### config.mk
export PLATFORM = sky130hd
export DESIGN_NAME = knnvote_div
export DESIGN_NICKNAME = d
export VERILOG_FILES = /design/src/design/knnvote_pkg.sv /design/src/design/knnvote_div.sv
export SDC_FILE = /design/constraint.sdc
export NUM_CORES = 1
export LEC_CHECK = 0
export BUFFER_PORTS_ARGS = -buffer_cell sky130_fd_sc_hd__clkbuf_2
export CAP_MARGIN = 5
export CORE_ASPECT_RATIO = 2
export CORE_MARGIN = 4
export CORE_UTILIZATION = 42
export DETAILED_ROUTE_END_ITERATION = 10
export GPL_ROUTABILITY_DRIVEN = 1
export PLACE_DENSITY = 0.62
export SKIP_CTS_REPAIR_TIMING = 1
export SLEW_MARGIN = 20
export SYNTH_ARGS = -nofsm -noshare
export SYNTH_HDL_FRONTEND = slang
export SYNTH_SLANG_ARGS = --single-unit
### constraint.sdc
create_clock -name clk -period 2.7 [get_ports clk]
set_clock_uncertainty 0.2 [all_clocks]
set_input_delay 0.135 -clock clk [delete_from_list [all_inputs] [get_ports clk]]
set_output_delay 0.135 -clock clk [all_outputs]
set_load 0.01 [all_outputs]
### src/design/knnvote_pkg.sv
// ----------------------------------------------------------------------------
// knnvote_pkg
// Shared widths, constants and control structs of the nearest-neighbor vote unit.
// ----------------------------------------------------------------------------
package knnvote_pkg;

  localparam int MAX_NEIGHBORS_DEF = 64;
  localparam int NUM_CLASSES_DEF   = 10;

  localparam int DIST_W  = 15;
  localparam int LABEL_W = 4;
  localparam int CNT_W   = 7;

  localparam logic [CNT_W-1:0] LIST_SIZE_RST = 7'd20;

  // weight = 2^WEIGHT_SHIFT / (distance + DIST_BIAS)
  localparam int WEIGHT_SHIFT = 28;
  localparam int DIST_BIAS    = 16;
  localparam int DIVR_W       = DIST_W + 1;
  localparam int QUO_W        = WEIGHT_SHIFT - $clog2(DIST_BIAS) + 1;
  localparam int SUM_W        = 31;
  localparam int DIV_STEPS    = WEIGHT_SHIFT + 1;
  localparam int STEP_W       = $clog2(DIV_STEPS);

  typedef struct packed {
    logic               ins;
    logic               rot;
    logic [DIST_W-1:0]  cand_dist;
    logic [LABEL_W-1:0] label;
    logic [CNT_W-1:0]   held;
    logic [CNT_W-1:0]   size;
  } cell_ctl_t;

  typedef struct packed {
    logic               clear;
    logic               add;
    logic [LABEL_W-1:0] cls;
    logic [QUO_W-1:0]   weight;
    logic               scan;
  } vote_cmd_t;

endpackage

### src/design/knnvote_div.sv
// ----------------------------------------------------------------------------
// knnvote_div
// Restoring divider, one quotient bit per cycle, for 2^28 / divisor.
// ----------------------------------------------------------------------------
module knnvote_div
  import knnvote_pkg::*;
(
  input  logic              clk,
  input  logic              rst_n,
  input  logic              start,
  input  logic [DIVR_W-1:0] divisor,
  output logic              busy,
  output logic              done,
  output logic [QUO_W-1:0]  quotient
);

  logic              busy_r, busy_nxt;
  logic              done_r, done_nxt;
  logic [STEP_W-1:0] step_r, step_nxt;
  logic [DIVR_W-1:0] rem_r, rem_nxt;
  logic [DIVR_W-1:0] div_r, div_nxt;
  logic [QUO_W-1:0]  quo_r, quo_nxt;
  logic              num_bit;
  logic [DIVR_W:0]   trial;
  logic [DIVR_W:0]   diff;
  logic              fits;

  // the numerator has a single one at bit WEIGHT_SHIFT
  assign num_bit = (step_r == STEP_W'(WEIGHT_SHIFT));
  assign trial   = {rem_r, num_bit};
  assign fits    = trial >= {1'b0, div_r};
  assign diff    = trial - {1'b0, div_r};

  always_comb begin
    busy_nxt = busy_r;
    done_nxt = 1'b0;
    step_nxt = step_r;
    rem_nxt  = rem_r;
    div_nxt  = div_r;
    quo_nxt  = quo_r;
    if (start && !busy_r) begin
      busy_nxt = 1'b1;
      step_nxt = STEP_W'(WEIGHT_SHIFT);
      rem_nxt  = '0;
      div_nxt  = divisor;
      quo_nxt  = '0;
    end else if (busy_r) begin
      rem_nxt  = fits ? diff[DIVR_W-1:0] : trial[DIVR_W-1:0];
      quo_nxt  = {quo_r[QUO_W-2:0], fits};
      step_nxt = step_r - STEP_W'(1);
      if (step_r == '0) begin
        busy_nxt = 1'b0;
        done_nxt = 1'b1;
      end
    end
  end

  always_ff @(posedge clk) begin
    if (!rst_n) begin
      busy_r <= 1'b0;
      done_r <= 1'b0;
    end else begin
      busy_r <= busy_nxt;
      done_r <= done_nxt;
    end
    step_r <= step_nxt;
    rem_r  <= rem_nxt;
    div_r  <= div_nxt;
    quo_r  <= quo_nxt;
  end

  assign busy     = busy_r;
  assign done     = done_r;
  assign quotient = quo_r;

endmodule

=== Word-level counts from Yosys, hierarchy flattened ===
Index checks and enable logic that the tools add are counted.

* Bits of input ports: 19
* Output and inout port bits: 27
* Register bits: 64

* Multiplexer cells: 5
* Add/subtract/negate cells: 2
* Reductions and logical operators: 4
* Magnitude comparators: 1
* Equal/unequal tests: 1
* Bitwise gates (word level): 2

{| class="wikitable"
|+ Operators by type and width
! kind !! count
|-
| $ge A17 B16 Y1 || 1
|-
| $mux W16 || 1
|-
| $sub A16 B16 Y16 || 1
|-
| $eq A5 B5 Y1 const B || 1
|-
| $logic_not A5 Y1 || 1
|-
| $sub A5 B1 Y5 const B || 1
|-
| $mux W1 || 4
|-
| $reduce_or A3 Y1 || 1
|-
| $not A1 Y1 || 2
|-
| $logic_and A1 B1 Y1 || 1
|-
| $logic_not A1 Y1 || 1
|}

=== Logic depth before layout (Yosys ltp) ===
* Word-level depth: 4
* Gate-level depth with buffers: 12
* Gate-level depth less buffers: 12

=== Worst setup path before layout ===
Ideal clock, no wire load.

* Kind: reg2reg
* From: reg step_r[0]
* To: reg rem_r[14]
* Data arrival time: 2,168 ps
* Required time: 2,367 ps
* Buffers on the path: 0
* Cell stages (with the launch flop): 13
* Setup slack: 199 ps
* Cells stage by stage: dfxtp_1 > inv_1 > ha_1 > nand4_1 > ha_1 > fa_1 > nor2b_1 > o21bai_1 > a21oi_1 > nor2_1 > o21ai_0 > xnor2_1 > o221ai_1

* Cells in the longest elaborated chain, start to end: 3

{| class="wikitable"
|+ Ends and longest elaborated chain
! what !! line !! RTL
|-
| start: declaration || knnvote_div.sv:19 || <nowiki>logic [STEP_W-1:0] step_r, step_nxt;</nowiki>
|-
| start signal: assignment || knnvote_div.sv:66 || <nowiki>step_r <= step_nxt;</nowiki>
|-
| $eq A5 B5 Y1 * || knnvote_div.sv:29 || <nowiki>assign num_bit = (step_r == STEP_W'(WEIGHT_SHIFT));</nowiki>
|-
| $sub A16 B16 Y16 / $ge A17 B16 Y1 (equally long branches) || knnvote_div.sv:32, knnvote_div.sv:31 ||
|-
| $mux W16 * || knnvote_div.sv:48 || <nowiki>rem_nxt = fits ? diff[DIVR_W-1:0] : trial[DIVR_W-1:0];</nowiki>
|-
| end signal: assignment || knnvote_div.sv:67 || <nowiki>rem_r <= rem_nxt;</nowiki>
|-
| end: declaration || knnvote_div.sv:20 || <nowiki>logic [DIVR_W-1:0] rem_r, rem_nxt;</nowiki>
|}

Mark *: on every way between the ends. The rest lies on a longest branch, timed or not.
A chain may end at the register's enable or synchronous reset.

=== Final worst setup path ===
* From: reg step_r[1]
* To: reg rem_r[13]

The elaborated chain is that of the path after synthesis.

==> results.toml <==
[detailed_routing]
drt_iter0_drc = 186
drt-pass1-iter-count = 4
ant_nets = 0
totalWireLength_um = 7850
num_vias = 2841
post_drt_wl_per_cell_um = 14.4
avgViaCountPerCell = 5.22
drc = 0

[power]
p_leak_nw = 1.71
clkPwrFrac = 0.450
switching_share = 0.239
switchingPower_mw = 0.626
peakVddDrop_v = 0.000484
internal-power_mw = 1.99
seqPwrFrac = 0.404
power.share.combinational = 0.146
power.density_mw_per_mm2 = 610

[cells_and_area]
num-nets-final = 482
regArea_mm2 = 0.00145
fin_area_mm2 = 0.00428
drive_gt1_frac = 0.232
fin_util = 0.543
nFillCells = 697
multi_input_area_mm2 = 0.00177
diodes = 0
syn_to_final_growth_pct = 26.7

[synthesis]
syn_inst = 376
synth-edff-count = 16
syn-cell-area_mm2 = 0.00338
synthDominantCellAreaShare = 0.284
synth.most_common_cell = "dfxtp_1"
synth_cell_types = 50
seq_area_frac_synth = 0.426
synthTopCellsByArea = "dfxtp_1 28%, edfxtp_1 14%, ha_1 6.7%"
synth.avg_cell_area_um2 = 8.99
synthArstFlopShare = 0
synthTopCellsByCount = "48 x dfxtp_1, 47 x nand2_1, 39 x o21ai_0, 31 x nand2b_1, 27 x inv_1"
syn_nets = 414
synth_top_flop_cell = "dfxtp_1"
ys_ff_latch = 64
synth_warnings = 0
yosys.area.top_type = "dfxtp_1"

[timing]
drv_slew = 0
tightest_slew_ns = 0.511
setup_viol = 0
fmax_mhz = 379
slew_headroom = 0.660
fin_crit_ns = 2.64
fin_setup_tns_ns = 0
post-route-period-util = 0.976
finalHoldViolations = 0

[outcome]
outcome = "finished, final reports clean"

[clock_tree]
clk_pin_slew_ns = 0.05
cts_root_buf = "clkbuf_16"
cts_buffers = 9
cts_max_path_buffers = 2
clk_latency_ns = 0.33
h-tree-depth = 3
clock_sinks = 64
tritoncts = "built"

[critical_path]
start_kind = "register"
critPathMaxFanout = 5
crit_path_end_kind = "register"
required_ns = 2.71
worstPathArrival_ns = 2.64
crit_type = "register to register"

[die]
start_util = 0.429
die_w_um = 71.5
die_h_um = 135
ios = 46
fp.coreArea_mm2 = 0.00789
dieArea_mm2 = 0.00964
num_rows = 46

[placement]
placed_cell_area_mm2 = 0.00371
dp.final_hpwl_um = 5410
place_congestion = 0.952
port_buffers = 45

[worst_hold_path]
hold_class = "primary input to register"

[grt]
grt_pass1_vias = 2809
grt_pass1_wl_um = 12900
gr-total-overflow = 0
antenna_found_initial = 0
grt_max_degree = 46
track_usage = 0.171

[job]
drv_cap = 0
[area by class of cell]
type | count | area share
Timing Repair Buffer | 77 | 0.124
Tap cell | 96 | 0.0280
Inverter | 27 | 0.0237
Clock inverter | 1 | 0.00117
Sequential cell | 64 | 0.337
Clock buffer | 14 | 0.0716
Multi-Input combinational cell | 265 | 0.414
[power by group through the flow]
stage,Sequential (mW),Combinational (mW),Clock (mW)
final,1.06,0.381,1.18
after global routing,1.06,0.422,1.25
after CTS,1.05,0.308,1.21
after detailed placement,1.07,0.305,0
after global placement,1.07,0.298,0
after floorplan,1.06,0.231,0
[stage by stage]
stage,hold WS [ns],instances,setup WS [ns],total power [mW]
after global routing,0.0928,544,-0.0469,2.73
after floorplan,0.0339,376,0.199,1.30
after detailed placement,0.114,508,-0.00176,1.38
final,0.0820,544,0.0641,2.61
after global placement,0.113,508,0.0618,1.37
after CTS,-0.235,523,-0.0180,2.57
[logic make-up (layout without fill, tap and decap cells)]
family | Yosys count | count (layout) | share of synthesized area
mux | 1 | 1 | 0.00296
flops | 64 | 64 | 0.426
buf+inv | 47 | 119 | 0.0699
simple gates | 138 | 138 | 0.208
compound gates | 95 | 95 | 0.189
xor+xnor | 12 | 12 | 0.0311
fa+ha+maj | 19 | 19 | 0.0725
[path summary, 6_finish.rpt]
path                                             start  depth (start not counted)  slack (ns)                     end
worst max-delay path            step_r[1]$_SDFFE_PP0P_                         12        0.06  rem_r[13]$_SDFFE_PP0P_
worst min-delay path                             start                          2        0.08     div_r[15]$_DFFE_PP_
worst max register to register  step_r[1]$_SDFFE_PP0P_                         12        0.06  rem_r[13]$_SDFFE_PP0P_
worst min register to register  rem_r[15]$_SDFFE_PP0P_                          1        0.26  rem_r[15]$_SDFFE_PP0P_
[routing by layer]
metal	up-vias	track usage	routed length, um
met5	-	0	0
met4	0	0.0941	261
met3	21	0.0320	284
met2	58	0.313	4200
met1	1317	0.177	3100
li1	1445	-	-
[worst max-delay path, stage by stage, from the launching register on]
cell and delay, ns:
dfxtp_2 0.32, inv_2 0.07, ha_2 0.17, nand4_1 0.14
ha_2 0.25, nand2b_4 0.15, a21oi_4 0.15, nand4_1 0.19
buf_4 0.21, a31oi_4 0.25, or4b_1 0.16, and4_1 0.20
o32ai_2 0.06
[layout by cell type, fill, tap and decap left out, types with 3 or more instances in the layout]
cell / synthesis / final
nand4b_1: 4 / 4
xor2_1: 3 / 3
dfxtp_2: 0 / 3
buf_4: 3 / 13
nand3_1: 8 / 8
nand3b_1: 3 / 3
nor2b_1: 4 / 3
clkbuf_2: 0 / 45
a21o_1: 3 / 3
inv_1: 27 / 25
and3_1: 3 / 3
nor3_1: 8 / 7
clkbuf_16: 0 / 11
o32ai_1: 4 / 3
o21ai_0: 39 / 38
dlygate4sd3_1: 0 / 17
edfxtp_1: 16 / 16
o221ai_1: 5 / 5
nand2b_1: 31 / 30
nor2_1: 20 / 20
nand4_1: 3 / 3
a31o_2: 3 / 3
ha_1: 18 / 16
o21a_1: 3 / 3
xnor2_1: 9 / 9
dfxtp_1: 48 / 45
o211ai_1: 3 / 3
a21oi_4: 2 / 3
nand2_1: 47 / 47
a21oi_1: 16 / 14
[state kept, by name, indices dropped and copies added (netlist names)]
signal and cells:
div_r 16, rem_r 16, done 1, busy 1
quotient 25, step_r 5
No activity file was read; power rests on OpenSTA's default activity.
