$ cat config.mk
export PLATFORM = sky130hd
export DESIGN_NAME = knnvote_cell
export DESIGN_NICKNAME = d
export VERILOG_FILES = /design/src/design/knnvote_pkg.sv /design/src/design/knnvote_cell.sv
export SDC_FILE = /design/constraint.sdc
export NUM_CORES = 1
export LEC_CHECK = 0
export BUFFER_PORTS_ARGS = -buffer_cell sky130_fd_sc_hd__buf_2
export CORE_ASPECT_RATIO = 0.7
export CORE_MARGIN = 2
export CORE_UTILIZATION = 38
export DETAILED_ROUTE_END_ITERATION = 6
export GPL_TIMING_DRIVEN = 0
export PLACE_DENSITY = 0.86
export SYNTH_ARGS = -nofsm -noshare
export SYNTH_HDL_FRONTEND = slang
export SYNTH_SLANG_ARGS = --single-unit
$ cat constraint.sdc
create_clock -name clk -period 2 [get_ports clk]
set_input_delay 0.1 -clock clk [delete_from_list [all_inputs] [get_ports clk]]
set_output_delay 0.1 -clock clk [all_outputs]
set_load 0.05 [all_outputs]
$ cat src/design/knnvote_pkg.sv
// ----------------------------------------------------------------------------
// knnvote_pkg
// Shared widths, constants and control structs of the nearest-neighbor vote unit.
// ----------------------------------------------------------------------------
package knnvote_pkg;

  localparam int MAX_NEIGHBORS_DEF = 64;
  localparam int NUM_CLASSES_DEF   = 10;

  localparam int DIST_W  = 15;
  localparam int LABEL_W = 4;
  localparam int CNT_W   = 7;

  localparam logic [CNT_W-1:0] LIST_SIZE_RST = 7'd20;

  // weight = 2^WEIGHT_SHIFT / (distance + DIST_BIAS)
  localparam int WEIGHT_SHIFT = 28;
  localparam int DIST_BIAS    = 16;
  localparam int DIVR_W       = DIST_W + 1;
  localparam int QUO_W        = WEIGHT_SHIFT - $clog2(DIST_BIAS) + 1;
  localparam int SUM_W        = 31;
  localparam int DIV_STEPS    = WEIGHT_SHIFT + 1;
  localparam int STEP_W       = $clog2(DIV_STEPS);

  typedef struct packed {
    logic               ins;
    logic               rot;
    logic [DIST_W-1:0]  cand_dist;
    logic [LABEL_W-1:0] label;
    logic [CNT_W-1:0]   held;
    logic [CNT_W-1:0]   size;
  } cell_ctl_t;

  typedef struct packed {
    logic               clear;
    logic               add;
    logic [LABEL_W-1:0] cls;
    logic [QUO_W-1:0]   weight;
    logic               scan;
  } vote_cmd_t;

endpackage

$ cat src/design/knnvote_cell.sv
// ----------------------------------------------------------------------------
// knnvote_cell
// One slot of the sorted neighbor list: sorted insert and rotate toward head.
// ----------------------------------------------------------------------------
module knnvote_cell
  import knnvote_pkg::*;
#(
  parameter int IDX = 0
) (
  input  logic               clk,
  input  cell_ctl_t          ctl,
  input  logic [DIST_W-1:0]  prev_dist,
  input  logic [LABEL_W-1:0] prev_label,
  input  logic               prev_ge,
  input  logic [DIST_W-1:0]  next_dist,
  input  logic [LABEL_W-1:0] next_label,
  input  logic [DIST_W-1:0]  head_dist,
  input  logic [LABEL_W-1:0] head_label,
  output logic [DIST_W-1:0]  slot_dist,
  output logic [LABEL_W-1:0] label,
  output logic               ge
);

  logic [DIST_W-1:0]  dist_r, dist_nxt;
  logic [LABEL_W-1:0] label_r, label_nxt;
  logic               occ;
  logic [CNT_W-1:0]   my_idx;

  assign my_idx = CNT_W'(IDX);
  assign occ    = my_idx < ctl.held;
  // held entry that stays ahead of the new item (equal distances stay ahead)
  assign ge     = occ && (dist_r <= ctl.cand_dist);

  always_comb begin
    dist_nxt  = dist_r;
    label_nxt = label_r;
    if (ctl.ins) begin
      if (!ge) begin
        if (prev_ge) begin
          dist_nxt  = ctl.cand_dist;
          label_nxt = ctl.label;
        end else begin
          dist_nxt  = prev_dist;
          label_nxt = prev_label;
        end
      end
    end else if (ctl.rot) begin
      // rotate the first size slots by one, head wraps to the tail
      if (my_idx == ctl.size - CNT_W'(1)) begin
        dist_nxt  = head_dist;
        label_nxt = head_label;
      end else if (my_idx < ctl.size) begin
        dist_nxt  = next_dist;
        label_nxt = next_label;
      end
    end
  end

  always_ff @(posedge clk) begin
    dist_r  <= dist_nxt;
    label_r <= label_nxt;
  end

  assign slot_dist = dist_r;
  assign label     = label_r;

endmodule

# [Yosys cells after proc, flatten, opt, wreduce, memory -nomap -nowiden]
# Index checks and enable logic that the tools add are counted.
[op_classes] shift=0 order_cmp=3 n_bitwise=0 n_addsub=1 n_mux=12 reduce_logical=5 div_mod_pow=0 n_eq_ne=1 multipliers=0
[op_table] cell="$mux W15" count=6
[op_table] cell="$mux W4" count=6
[op_table] cell="$le A15 B15 Y1" count=1
[op_table] cell="$lt A1 B7 Y1 const A" count=2
[op_table] cell="$logic_not A7 Y1" count=1
[op_table] cell="$sub A7 B1 Y7 const B" count=1
[op_table] cell="$reduce_and A3 Y1" count=1
[op_table] cell="$reduce_bool A3 Y1" count=1
[op_table] cell="$ne A2 B2 Y1 const B" count=1
[op_table] cell="$reduce_bool A2 Y1" count=1
[op_table] cell="$logic_and A1 B1 Y1" count=1
[totals] ramBits=0 wordCells=24 romBits=0 out_inout_bits=20 n_memories=0 latch_bits=0 ff_bits=19

# [Longest topological paths before layout]
[depth] word_depth=5 depth_mapped=7

# [Worst setup path after synthesis]
# Ideal clock, no wire load.
[synth_timing] path_type="register -> register" start="register dist_r[14] (netlist: slot_dist[14])" end="register label_r[0] (netlist: label[0]), enable pin" path_stages_with_launch=7 setup_time_ns=0.404 setup_slack_ns=-0.511 arrival_ns=2.106 cell_sequence="edfxtp_1 -> ha_1 -> nand4_1 -> nor4_1 -> nor2b_1 -> a211oi_1 -> o21bai_1"
[synth_via] elab_chain_cells=4
[synth_lines] element="from (decl)" line_no="knnvote_cell.sv:24" rtl="logic [DIST_W-1:0] dist_r, dist_nxt;"
[synth_lines] element="from (signal assigned)" line_no="knnvote_cell.sv:60" rtl="dist_r <= dist_nxt;"
[synth_lines] element="$le A15 B15 Y1" line_no="knnvote_cell.sv:32" rtl="assign ge = occ && (dist_r <= ctl.cand_dist);"
[synth_lines] element="$logic_and A1 B1 Y1" line_no="knnvote_cell.sv:32"
[synth_lines] element="$ne A2 B2 Y1 (no line)"
[synth_lines] element="$reduce_and A3 Y1 (no line)"
[synth_lines] element="to (signal assigned)" line_no="knnvote_cell.sv:61" rtl="label_r <= label_nxt;"
[synth_lines] element="to (decl)" line_no="knnvote_cell.sv:25" rtl="logic [LABEL_W-1:0] label_r, label_nxt;"
# No other way between the ends.
# A chain may end at the register's enable or synchronous reset.

# [Final worst setup path]
[layout_timing] start="register dist_r[2] (netlist: slot_dist[2])" end="output ge"
[layout_via] elab_chain_cells=2
[layout_lines] element="$le A15 B15 Y1" line_no="knnvote_cell.sv:32"
[layout_lines] element="$logic_and A1 B1 Y1" line_no="knnvote_cell.sv:32"
[layout_lines] element="to (decl)" line_no="knnvote_cell.sv:21" rtl="output logic ge"
# No other way between the ends.

==> summary.md <==
| Metric | Value |
|---|---|
| Slew HR | `0.549` |
| Detail Route Antenna Nets | `0` |
| Synth async-reset ratio | `0` |
| CTS tree | `built` |
| First-pass GRT wire length | `7.61 mm` |
| PD cells | `555 nW/um^2` |
| Share of Yosys cell area claimed by the top area cell type | `0.345` |
| Design area | `2420 sq um` |
| Library cells used by synthesis | `24` |
| Final hold vios | `0` |
| Sw Ratio | `0.369` |
| Slowest cell delay on critical path | `0.42 ns` |
| CTS Buffer Depth | `2` |
| Port Buf Inserts | `112` |
| Hold Slack | `0.221 ns` |
| Post-synth EDFFs | `19` |
| Initial antenna violation count | `0` |
| Initial Util | `0.389` |
| Outcome | `complete, but fails checks` |
| Sw power | `0.495 mW` |
| Final setup fails | `20` |
| CTS Root Cell | `clkbuf_8` |
| Register clock-pin slew on the reported worst setup and hold paths | `0.07 ns` |
| Area growth syn-to-layout | `46.3%` |
| Comb pwr share | `0.412` |
| Top_reg_cell synth | `edfxtp_1` |
| Max-cap viol count | `0` |
| Fmax | `481 MHz` |
| Crit-path slowest cell | `edfxtp_1` |
| Final worst path period share | `1.04` |
| Clock power frac | `0.204` |
| Sequential group share of total power | `0.384` |
| Cell Rows | `20` |
| Crit path top cell by count | `a21oi_1` |
| R2r setup slk | `-0.06 ns` |
| Crit path depth | `7` |
| Seq cells post-synth | `19` |
| Type of the worst min-delay path | `primary input to flip-flop` |
| Post-synthesis cell area | `1650 sq um` |
| CP Data Arrival Time | `1.98 ns` |
| VDD IR-drop max | `0.379 mV` |
| R2R cell count | `6` |
| Die H | `59.2 um` |
| Ys Warns | `0` |
| Non-filler cells, final | `342` |
| Post-synthesis sequential area ratio | `0.345` |
| Hold Crit Start | `prev_dist[6]` |
| Max-slew violation count | `0` |
| Vias post-DR | `1,674` |
| Internal power | `0.846 mW` |
| Layout cells sized above 1 | `0.502` |
| 1st-pass router iterations | `5` |
| Violated checks | `setup timing` |
| DP Area | `2330 sq um` |
| Routed wire length per instance | `13.7 um` |
| Iteration-0 DRC Markers | `39` |
| Die area | `4900 sq um` |
| Most common cell in the netlist | `a21oi_1` |
| RR Startpoint | `slot_dist[6]` |
| Syn nets | `279` |
| Critical Path RT | `1.90 ns` |
| Fin worst setup slack | `-0.0787 ns` |
| DRC violations left | `0` |
| Start point of the critical path | `slot_dist[2]` |
| Cells after DPL | `337` |
| RSZ-0062 raised after global routing | `yes` |
| Post-synth top cells | `a21oi_1, nor2_1, edfxtp_1, mux2i_1, inv_1` |
| Worst hold stages | `3` |
| Die span in x | `82.8 um` |
| Family with the most delay on the worst path | `compound AO/OA/AOI/OAI gates` |
| NumNets Final | `397` |
| Tmin final | `2.08 ns` |
| Post-Place Worst Slack | `-0.169 ns` |
| Cts hold-fix bufs | `0` |
| Vias in the first global route | `1,701` |
| Overflow after GRT | `0` |
| Antenna Cells | `0` |
| Crit path kind | `flip-flop to output pin` |
| Number of I/O pins | `114` |
| Buf/Inv on CP | `1` |
| Top cells by area, synth | `edfxtp_1, mux2i_1, ha_1` |
| Core region area | `4250 sq um` |
| Number of vias per cell | `4.89` |
| CTS H-tree depth | `1` |
| GPL Wtd Cong | `0.737` |
| Clk Latency, worst-skew pair | `0.26 ns` |
| Leakage power | `1.20 nW` |
| Least-Margin Pin Slew | `0.676 ns` |
| Tot GR Track Use | `0.194` |
| CTS Buf Count | `3` |
| Setup crit start kind | `flip-flop` |
| Setup TNS | `-1.02 ns` |
| R2r endpoint | `slot_dist[9]` |
| Cells after Synth | `170` |
| Sink Count | `19` |
| Setup crit end | `ge` |
| Avg Inst Size Synth | `9.72 sq um` |
| DP Wirelength | `3.82 mm` |
| Yosys top cell by area | `edfxtp_1` |
| Cell Chain, Critical Path | `ha_1 -> a21oi_2 -> a21oi_1 -> o31ai_2 -> a21oi_1 -> nor2_4 -> buf_6` |
| Clk_skew | `0.00275 ns` |
| Drt total wl | `4.68 mm` |
| Crit-path max FO | `3` |
| Largest net degree at the start of global routing | `12` |
| Setup crit end kind | `output pin` |
worst min-delay path, cell delays in order:
cell and delay, ns:
buf_2 0.08, mux2i_1 0.05, a21oi_1 0.13
cell type report:
type / count / area (sq um)
Buffer: 7 / 30.0
Clock buffer: 4 / 45.0
Fill cell: 410 / 1840
Inverter: 17 / 63.8
Multi-Input combinational cell: 128 / 1070
Sequential cell: 19 / 571
Tap cell: 55 / 68.8
Timing Repair Buffer: 112 / 567
registers in the layout, summed over array words and instances, names as in the netlist:
register   flops
label          4
slot_dist     15
power by group through the flow:
stage                     sequential, mW  clock (mW)  combinational (mW)
after global placement             0.521           0               0.522
after CTS                          0.516       0.289               0.557
after detailed placement           0.525           0               0.534
after global routing               0.520       0.306               0.601
after floorplan                    0.661           0               0.211
final                              0.515       0.274               0.553
cells by family after synthesis:
group                      Yosys count  synth area share
adders and majority gates           15             0.114
DFF                                 19             0.345
muxes                               38             0.245
buffers and inverters               24            0.0568
AOI/OAI and AO/OA                   36             0.117
and+or+nand+nor                     38             0.123
routing by layer:
| metal | routed length (um) | vias to the layer above | track usage |
|---|---|---|---|
| li1 | - | 856 | - |
| met1 | 2020 | 753 | 0.228 |
| met2 | 2270 | 61 | 0.354 |
| met5 | 0 | - | 0 |
| met4 | 29 | 0 | 0.0351 |
| met3 | 354 | 4 | 0.0669 |
worst min-delay path by stage:
stage	end	slack, ns
2_1_floorplan	slot_dist[10]	0.38
6_report	slot_dist[6]	0.22
4_1_cts	slot_dist[7]	0.21
3_5_place_dp	label[3]	0.48
3_3_place_gp	slot_dist[5]	0.47
5_1_grt	slot_dist[9]	0.21
what timing repair did:
action                                  in CTS  in global routing
gates resized for setup                      7                  1
endpoints found under the setup margin      20                 20
cloned                                       1                  0
buffers inserted                             0                  0
per-stage QoR:
stage,total power [mW],utilization
CTS,1.36,0.568
finish,1.34,0.569
floorplan,0.872,-
global route,1.43,0.569
detailed placement,1.06,0.547
global placement,1.04,0.547
cell usage in the layout, fill, tap and decap left out, types with 6 or more instances in the layout:
master / netlist / routed
buf_2: 3 / 114
a21oi_1: 27 / 26
nor2_1: 25 / 24
mux2i_1: 19 / 19
edfxtp_1: 19 / 19
inv_1: 17 / 17
mux2_2: 13 / 13
ha_1: 15 / 13
mux2_1: 6 / 6
(Power assumes the default switching activity.)
