[src/design/knnvote_pkg.sv]
// ----------------------------------------------------------------------------
// knnvote_pkg
// Shared widths, constants and control structs of the nearest-neighbor vote unit.
// ----------------------------------------------------------------------------
package knnvote_pkg;

  localparam int MAX_NEIGHBORS_DEF = 64;
  localparam int NUM_CLASSES_DEF   = 10;

  localparam int DIST_W  = 15;
  localparam int LABEL_W = 4;
  localparam int CNT_W   = 7;

  localparam logic [CNT_W-1:0] LIST_SIZE_RST = 7'd20;

  // weight = 2^WEIGHT_SHIFT / (distance + DIST_BIAS)
  localparam int WEIGHT_SHIFT = 28;
  localparam int DIST_BIAS    = 16;
  localparam int DIVR_W       = DIST_W + 1;
  localparam int QUO_W        = WEIGHT_SHIFT - $clog2(DIST_BIAS) + 1;
  localparam int SUM_W        = 31;
  localparam int DIV_STEPS    = WEIGHT_SHIFT + 1;
  localparam int STEP_W       = $clog2(DIV_STEPS);

  typedef struct packed {
    logic               ins;
    logic               rot;
    logic [DIST_W-1:0]  cand_dist;
    logic [LABEL_W-1:0] label;
    logic [CNT_W-1:0]   held;
    logic [CNT_W-1:0]   size;
  } cell_ctl_t;

  typedef struct packed {
    logic               clear;
    logic               add;
    logic [LABEL_W-1:0] cls;
    logic [QUO_W-1:0]   weight;
    logic               scan;
  } vote_cmd_t;

endpackage

[src/design/knnvote_tally.sv]
// ----------------------------------------------------------------------------
// knnvote_tally
// Per-class weight sums and a one-class-per-cycle argmax scan.
// ----------------------------------------------------------------------------
module knnvote_tally
  import knnvote_pkg::*;
#(
  parameter int NUM_CLASSES = NUM_CLASSES_DEF
) (
  input  logic               clk,
  input  logic               rst_n,
  input  vote_cmd_t          cmd,
  output logic               done,
  output logic [LABEL_W-1:0] pred
);

  localparam int CLS_W = $clog2(NUM_CLASSES);

  logic [SUM_W-1:0] sum_r [NUM_CLASSES];
  logic [SUM_W-1:0] best_r, best_nxt;
  logic [CLS_W-1:0] pred_r, pred_nxt;
  logic [CLS_W-1:0] idx_r, idx_nxt;
  logic             scan_r, scan_nxt;
  logic             done_r, done_nxt;
  logic [CLS_W-1:0] add_idx;
  logic [SUM_W-1:0] cur;

  assign add_idx = cmd.cls[CLS_W-1:0];
  assign cur     = sum_r[idx_r];

  always_ff @(posedge clk) begin
    for (int c = 0; c < NUM_CLASSES; c++) begin
      if (cmd.clear) begin
        sum_r[c] <= '0;
      end else if (cmd.add && add_idx == CLS_W'(c)) begin
        sum_r[c] <= sum_r[c] + SUM_W'(cmd.weight);
      end
    end
  end

  always_comb begin
    best_nxt = best_r;
    pred_nxt = pred_r;
    idx_nxt  = idx_r;
    scan_nxt = scan_r;
    done_nxt = 1'b0;
    if (cmd.scan) begin
      scan_nxt = 1'b1;
      idx_nxt  = '0;
    end else if (scan_r) begin
      // strict compare keeps the lower class on ties
      if (idx_r == '0 || cur > best_r) begin
        best_nxt = cur;
        pred_nxt = idx_r;
      end
      if (idx_r == CLS_W'(NUM_CLASSES - 1)) begin
        scan_nxt = 1'b0;
        done_nxt = 1'b1;
      end else begin
        idx_nxt = idx_r + CLS_W'(1);
      end
    end
  end

  always_ff @(posedge clk) begin
    if (!rst_n) begin
      scan_r <= 1'b0;
      done_r <= 1'b0;
    end else begin
      scan_r <= scan_nxt;
      done_r <= done_nxt;
    end
    best_r <= best_nxt;
    pred_r <= pred_nxt;
    idx_r  <= idx_nxt;
  end

  assign done = done_r;
  assign pred = LABEL_W'(pred_r);

endmodule

[config.mk]
export PLATFORM = sky130hd
export DESIGN_NAME = knnvote_tally
export DESIGN_NICKNAME = d
export VERILOG_FILES = /design/src/design/knnvote_pkg.sv /design/src/design/knnvote_tally.sv
export SDC_FILE = /design/constraint.sdc
export NUM_CORES = 1
export LEC_CHECK = 0
export BUFFER_PORTS_ARGS = -buffer_cell sky130_fd_sc_hd__buf_4
export CAP_MARGIN = 10
export CORE_AREA = 4 4 249 276
export CTS_BUF_LIST = sky130_fd_sc_hd__clkbuf_4
export CTS_CLUSTER_DIAMETER = 50
export CTS_CLUSTER_SIZE = 28
export DETAILED_ROUTE_END_ITERATION = 6
export DIE_AREA = 0 0 253 280
export PLACE_DENSITY = 0.58
export SLEW_MARGIN = 20
export SYNTH_ARGS = -nofsm -noshare
export SYNTH_HDL_FRONTEND = slang
export SYNTH_SLANG_ARGS = --single-unit
[constraint.sdc]
create_clock -name clk -period 7.3 [get_ports clk]
set_input_delay 0.365 -clock clk [delete_from_list [all_inputs] [get_ports clk]]
set_output_delay 0.365 -clock clk [all_outputs]
set_load 0.1 [all_outputs]
Yosys cells after proc, flatten, opt, wreduce, memory -nomap -nowiden
Memories as Yosys holds them, arrays and structs flattened. A register that Yosys moved wholly into a read port is not among the register bits.
Index checks and enable logic that the tools add are counted.
Widths: inputs -> output; s select.
{"block": "totals", "ff_bits": 41, "latchBits": 0, "ramBits": 310, "mem_bits_ro": 0, "in_bits": 34, "out_inout_bits": 5, "elab_cells": 106, "mem_count": 1}
{"block": "classes", "addsub": 11, "n_mul": 0, "div": 0, "n_lt_le_gt_ge": 1, "n_eq_ne": 10, "shifts": 0, "mux": 48, "bitwise_logic": 14, "n_reduce_logical": 16}
{"name": "sum_r", "words": 10, "word_bits": 31, "rd": 11, "rd_ports_with_merged_regs": 1, "wr": 10, "line_no": "knnvote_tally.sv:19", "text": "logic [SUM_W-1:0] sum_r [NUM_CLASSES];"}
{"op": "$add 31x25->31", "count": 10}
{"op": "$mux 31", "count": 10}
{"op": "$mux 1", "count": 36}
{"op": "$gt 31x31->1", "count": 1}
{"op": "$eq 4x3->1 const B", "count": 4}
{"op": "$eq 4x4->1 const B", "count": 3}
{"op": "$logic_and 1x1->1", "count": 10}
{"op": "$or 1x1->1", "count": 10}
{"op": "$eq 4x2->1 const B", "count": 2}
{"op": "$logic_not 4->1", "count": 2}
{"op": "$mux 4", "count": 2}
{"op": "$add 4x1->4 const B", "count": 1}
{"op": "$eq 4x1->1 const B", "count": 1}
{"op": "$not 1->1", "count": 4}
{"op": "$reduce_and 3->1", "count": 1}
{"op": "$reduce_or 3->1", "count": 1}
{"op": "$reduce_and 2->1", "count": 1}
{"op": "$logic_or 1x1->1", "count": 1}

Longest topological paths before layout
{"block": "logic_depth", "word_depth": 6, "depth_mapped": 16, "mapped_depth_nobuf": 14}

Worst setup path after synthesis
OpenSTA, ideal clock, no wires.
{"block": "synth_path", "kind": "flip-flop to flip-flop", "start": "register with a tool-made name", "end": "register best_r[0] (enable)", "setup_time_ns": 0.396, "t_arrival_ns": 3.895, "required_ns": 6.904, "setup_slack_ns": 3.009, "path_stages_with_launch": 16, "path_buffers": 2, "synth_period_minus_slack_ns": 4.291, "path_cell_list": "dfxtp_1 -> buf_2 -> buf_1 -> mux4_2 -> a211oi_1 -> a21oi_1 -> ha_1 -> a21oi_1 -> nor2b_1 -> o21ai_0 -> o21ai_0 -> o21ai_0 -> o211ai_1 -> a21oi_1 -> o221ai_1 -> o311a_1"}
{"element": "to (signal assigned)", "line_no": "knnvote_tally.sv:73", "text": "best_r <= best_nxt;"}
{"element": "to (decl)", "line_no": "knnvote_tally.sv:20", "text": "logic [SUM_W-1:0] best_r, best_nxt;"}

==> flow_metrics.py <==
metrics = {
    "status": {
        "status": "completed",
    },
    "clock_network": {
        "clock_path_buffers": 3,
        "cts-resized-gates": 0,
        "cts.sinks": 355,
        "path_clk_slew_ns": 0.13,
        "htreeDepth": 2,
        "cts_buffers": 58,
        "cts_root_buf": "clkbuf_4",
        "cts_tree": "yes",
        "insertion_delay_ns": 0.93,
    },
    "sta": {
        "fin_skew_ns": 0.0538,
        "setup_ws_ns": 2.07,
        "fin_hold_ws_ns": 0.132,
        "timing.fmax_mhz": 191,
        "hold_viol": 0,
        "period_needed_ns": 5.23,
        "fin_tns_setup_ns": 0,
        "slew_viol_final": 0,
        "rsz0062_at_grt": "false",
        "setup_viol_count_final": 0,
        "worstMarginPinSlew_ns": 1.07,
        "slew_headroom": 0.282,
        "period_share": 0.717,
    },
    "routing": {
        "post_drt_wl_per_cell_um": 24.8,
        "antenna_left": 0,
        "dr.pass1.iters": 5,
        "routed_via_density": 6.20,
        "routed_wl_um": 97000,
        "drt-initial-drc-count": 2154,
        "drc": 0,
        "vias": 24200,
    },
    "placement": {
        "placed_cell_area_mm2": 0.0301,
        "pre_cts_ws_ns": 2.04,
        "io_buffers": 38,
        "gp_congestion": 0.968,
        "place_hpwl_um": 76000,
    },
    "setup_path": {
        "arrival_ns": 5.75,
        "crit_chain": "buf_4, buf_4, mux4_2, nor2b_1, a211oi_1, a21oi_1, ha_1, nand4_1, or2_2, o221ai_1, o311a_2",
        "cp.required_ns": 7.82,
        "critPathMaxStageDelay_ns": 0.89,
        "cp-start-kind": "flip-flop",
        "path_buf_inv": 2,
        "crit_slowest_cell": "o311a_2",
        "critical_path_class": "reg -> reg",
        "cpMostUsedCell": "buf_4",
        "worstPathMaxFanout": 35,
        "end_kind": "flip-flop",
        "critPathTopFamily": "compound AO/OA/AOI/OAI gates",
    },
    "synth": {
        "synth_nets": 3289,
        "synthCells": 2961,
        "syn_area_mm2": 0.0288,
        "synth-edff-count": 345,
        "ys_seq_area_frac": 0.367,
        "synth.distinct_cells": 80,
        "synthArstFlopShare": 0,
        "avgSynthCellArea_um2": 9.73,
        "synth.yosys.warnings": 0,
        "synth_flop_cell": "edfxtp_1",
        "ys_ff_latch": 355,
    },
    "layout": {
        "syn_to_final_growth_pct": 8.21,
        "nets": 3321,
        "fin_area_mm2": 0.0312,
        "final_util": 0.473,
        "drive_above_1_share": 0.0915,
    },
    "pwr": {
        "leakage_nw": 12.8,
        "vdd_ir_drop_max_v": 0.000123,
        "power_density_mw_per_mm2": 179,
    },
    "global_routing": {
        "grt_overflow": 0,
        "grt_pass1_vias": 23000,
        "antenna_found_initial": 10,
        "globalRouteTotalUtil": 0.266,
        "grt_start_max_net_pins": 63,
        "grt_pass1_wl_um": 144000,
    },
    "run": {
        "drv_cap": 0,
    },
    "min_path": {
        "min-delay-start": "cmd[31]",
        "hold_class": "in -> reg",
    },
    "die": {
        "ios": 39,
        "start_util": 0.437,
        "coreArea_mm2": 0.0659,
        "die_height_um": 280,
        "rows": 99,
        "die-area_mm2": 0.0708,
        "die_x_um": 253,
    },
}
final timing paths:
kind	slack, ns	depth (start not counted)	to
max reg2reg	2.07	11	best_r[8]
min	0.13	3	sum_r[9][0]
max	2.07	11	best_r[8]
min reg2reg	0.54	0	pred[2]
cell families after synthesis:
kind of cell / Yosys count / share of synthesized area
mux: 101 / 0.0621
simple gates: 919 / 0.154
compound gates: 862 / 0.193
buf+inv: 213 / 0.0280
xor+xnor: 217 / 0.0660
fa+ha+maj: 294 / 0.130
flops: 355 / 0.367
metal layers:
metal	vias up	wire length [µm]	track usage
li1	11300	-	-
met1	11700	41400	0.355
met5	-	34	0
met3	230	6440	0.0410
met4	4	4770	0.113
met2	937	44400	0.433
placed cells by master (no fill, tap or decap), types with 11 or more instances in the layout:
master and count:
edfxtp_1 345, clkinvlp_4 15, o21ai_1 11, xor2_1 105
clkbuf_4 65, nand2_1 168, inv_1 116, nand4_1 49
nor2_1 333, a21o_1 170, o21a_1 31, and2_1 26
nor2b_1 79, xnor2_1 112, a31o_2 12, o21ai_0 134
mux4_2 62, or3_1 22, a21oi_1 272, and3_1 35
o21bai_1 30, a31oi_1 31, nand2b_1 29, nand3_1 59
a211oi_1 52, and4_1 12, mux2i_1 37, nor3_1 62
buf_4 61, o211ai_1 16, ha_1 284
power breakdown:
part	leakage, nW	total (mW)	switching (mW)	internal [mW]
combinational	8.66	1.42	0.830	0.585
sequential	3.63	2.46	0.128	2.33
clock	0.488	1.71	0.933	0.780
metrics by stage:
stage	power, mW	cells
final	5.59	3903
after global routing	5.86	3899
after CTS	5.61	3894
after detailed placement	3.89	3783
after global placement	3.86	3783
after floorplan	3.47	2961
tightest hold or removal path: cells and delay by family:
family	cells	cell delay, ns
simple gates	2	0.35
buf+inv	1	0.19
cells in the mapped netlist, drive strengths merged (7+ instances only):
master | count | area share
nor3 | 66 | 0.011
or3 | 22 | 0.0048
inv | 116 | 0.015
ha | 284 | 0.12
buf | 18 | 0.0026
o31ai | 12 | 0.0035
nand4 | 49 | 0.011
a311oi | 8 | 0.0031
nand2b | 29 | 0.0063
mux2i | 37 | 0.013
nor2b | 79 | 0.017
or2 | 7 | 0.0015
nand2 | 168 | 0.022
o211ai | 16 | 0.0042
xor2 | 105 | 0.032
mux4 | 62 | 0.048
a31o | 12 | 0.0036
a21o | 170 | 0.044
a211oi | 54 | 0.014
edfxtp | 345 | 0.36
a221oi | 7 | 0.0026
a21oi | 272 | 0.047
o21bai | 36 | 0.0094
xnor2 | 112 | 0.034
fa | 10 | 0.0070
nor3b | 10 | 0.0026
a41oi | 8 | 0.0024
a21boi | 8 | 0.0021
o21a | 31 | 0.0081
dfxtp | 10 | 0.0070
and4 | 12 | 0.0036
o21ai | 147 | 0.026
nor2 | 333 | 0.043
and2 | 26 | 0.0056
clkbuf | 79 | 0.010
nand3 | 59 | 0.010
a31oi | 31 | 0.0067
and3 | 35 | 0.0076
layout make-up:
class | instances | area, µm²
Tap cell | 858 | 1070
Fill cell | 6252 | 34700
Clock buffer | 65 | 488
Timing Repair Buffer | 69 | 568
Clock inverter | 41 | 489
Inverter | 116 | 435
Sequential cell | 355 | 10600
Multi-Input combinational cell | 2393 | 17500
Antenna cell | 6 | 15.0
registers in the layout, summed over array words and instances (netlist names), named ones only:
signal / flops
sum_r: 310
scan_r: 1
pred: 4
done: 1
idx_r: 4
best_r: 31
what timing repair did:
action / in CTS / in global routing
hold endpoints to repair: 20 / 0
setup buffers: 0 / 0
hold buffers: 5 / 0
Power figures use the tool's default switching activity.
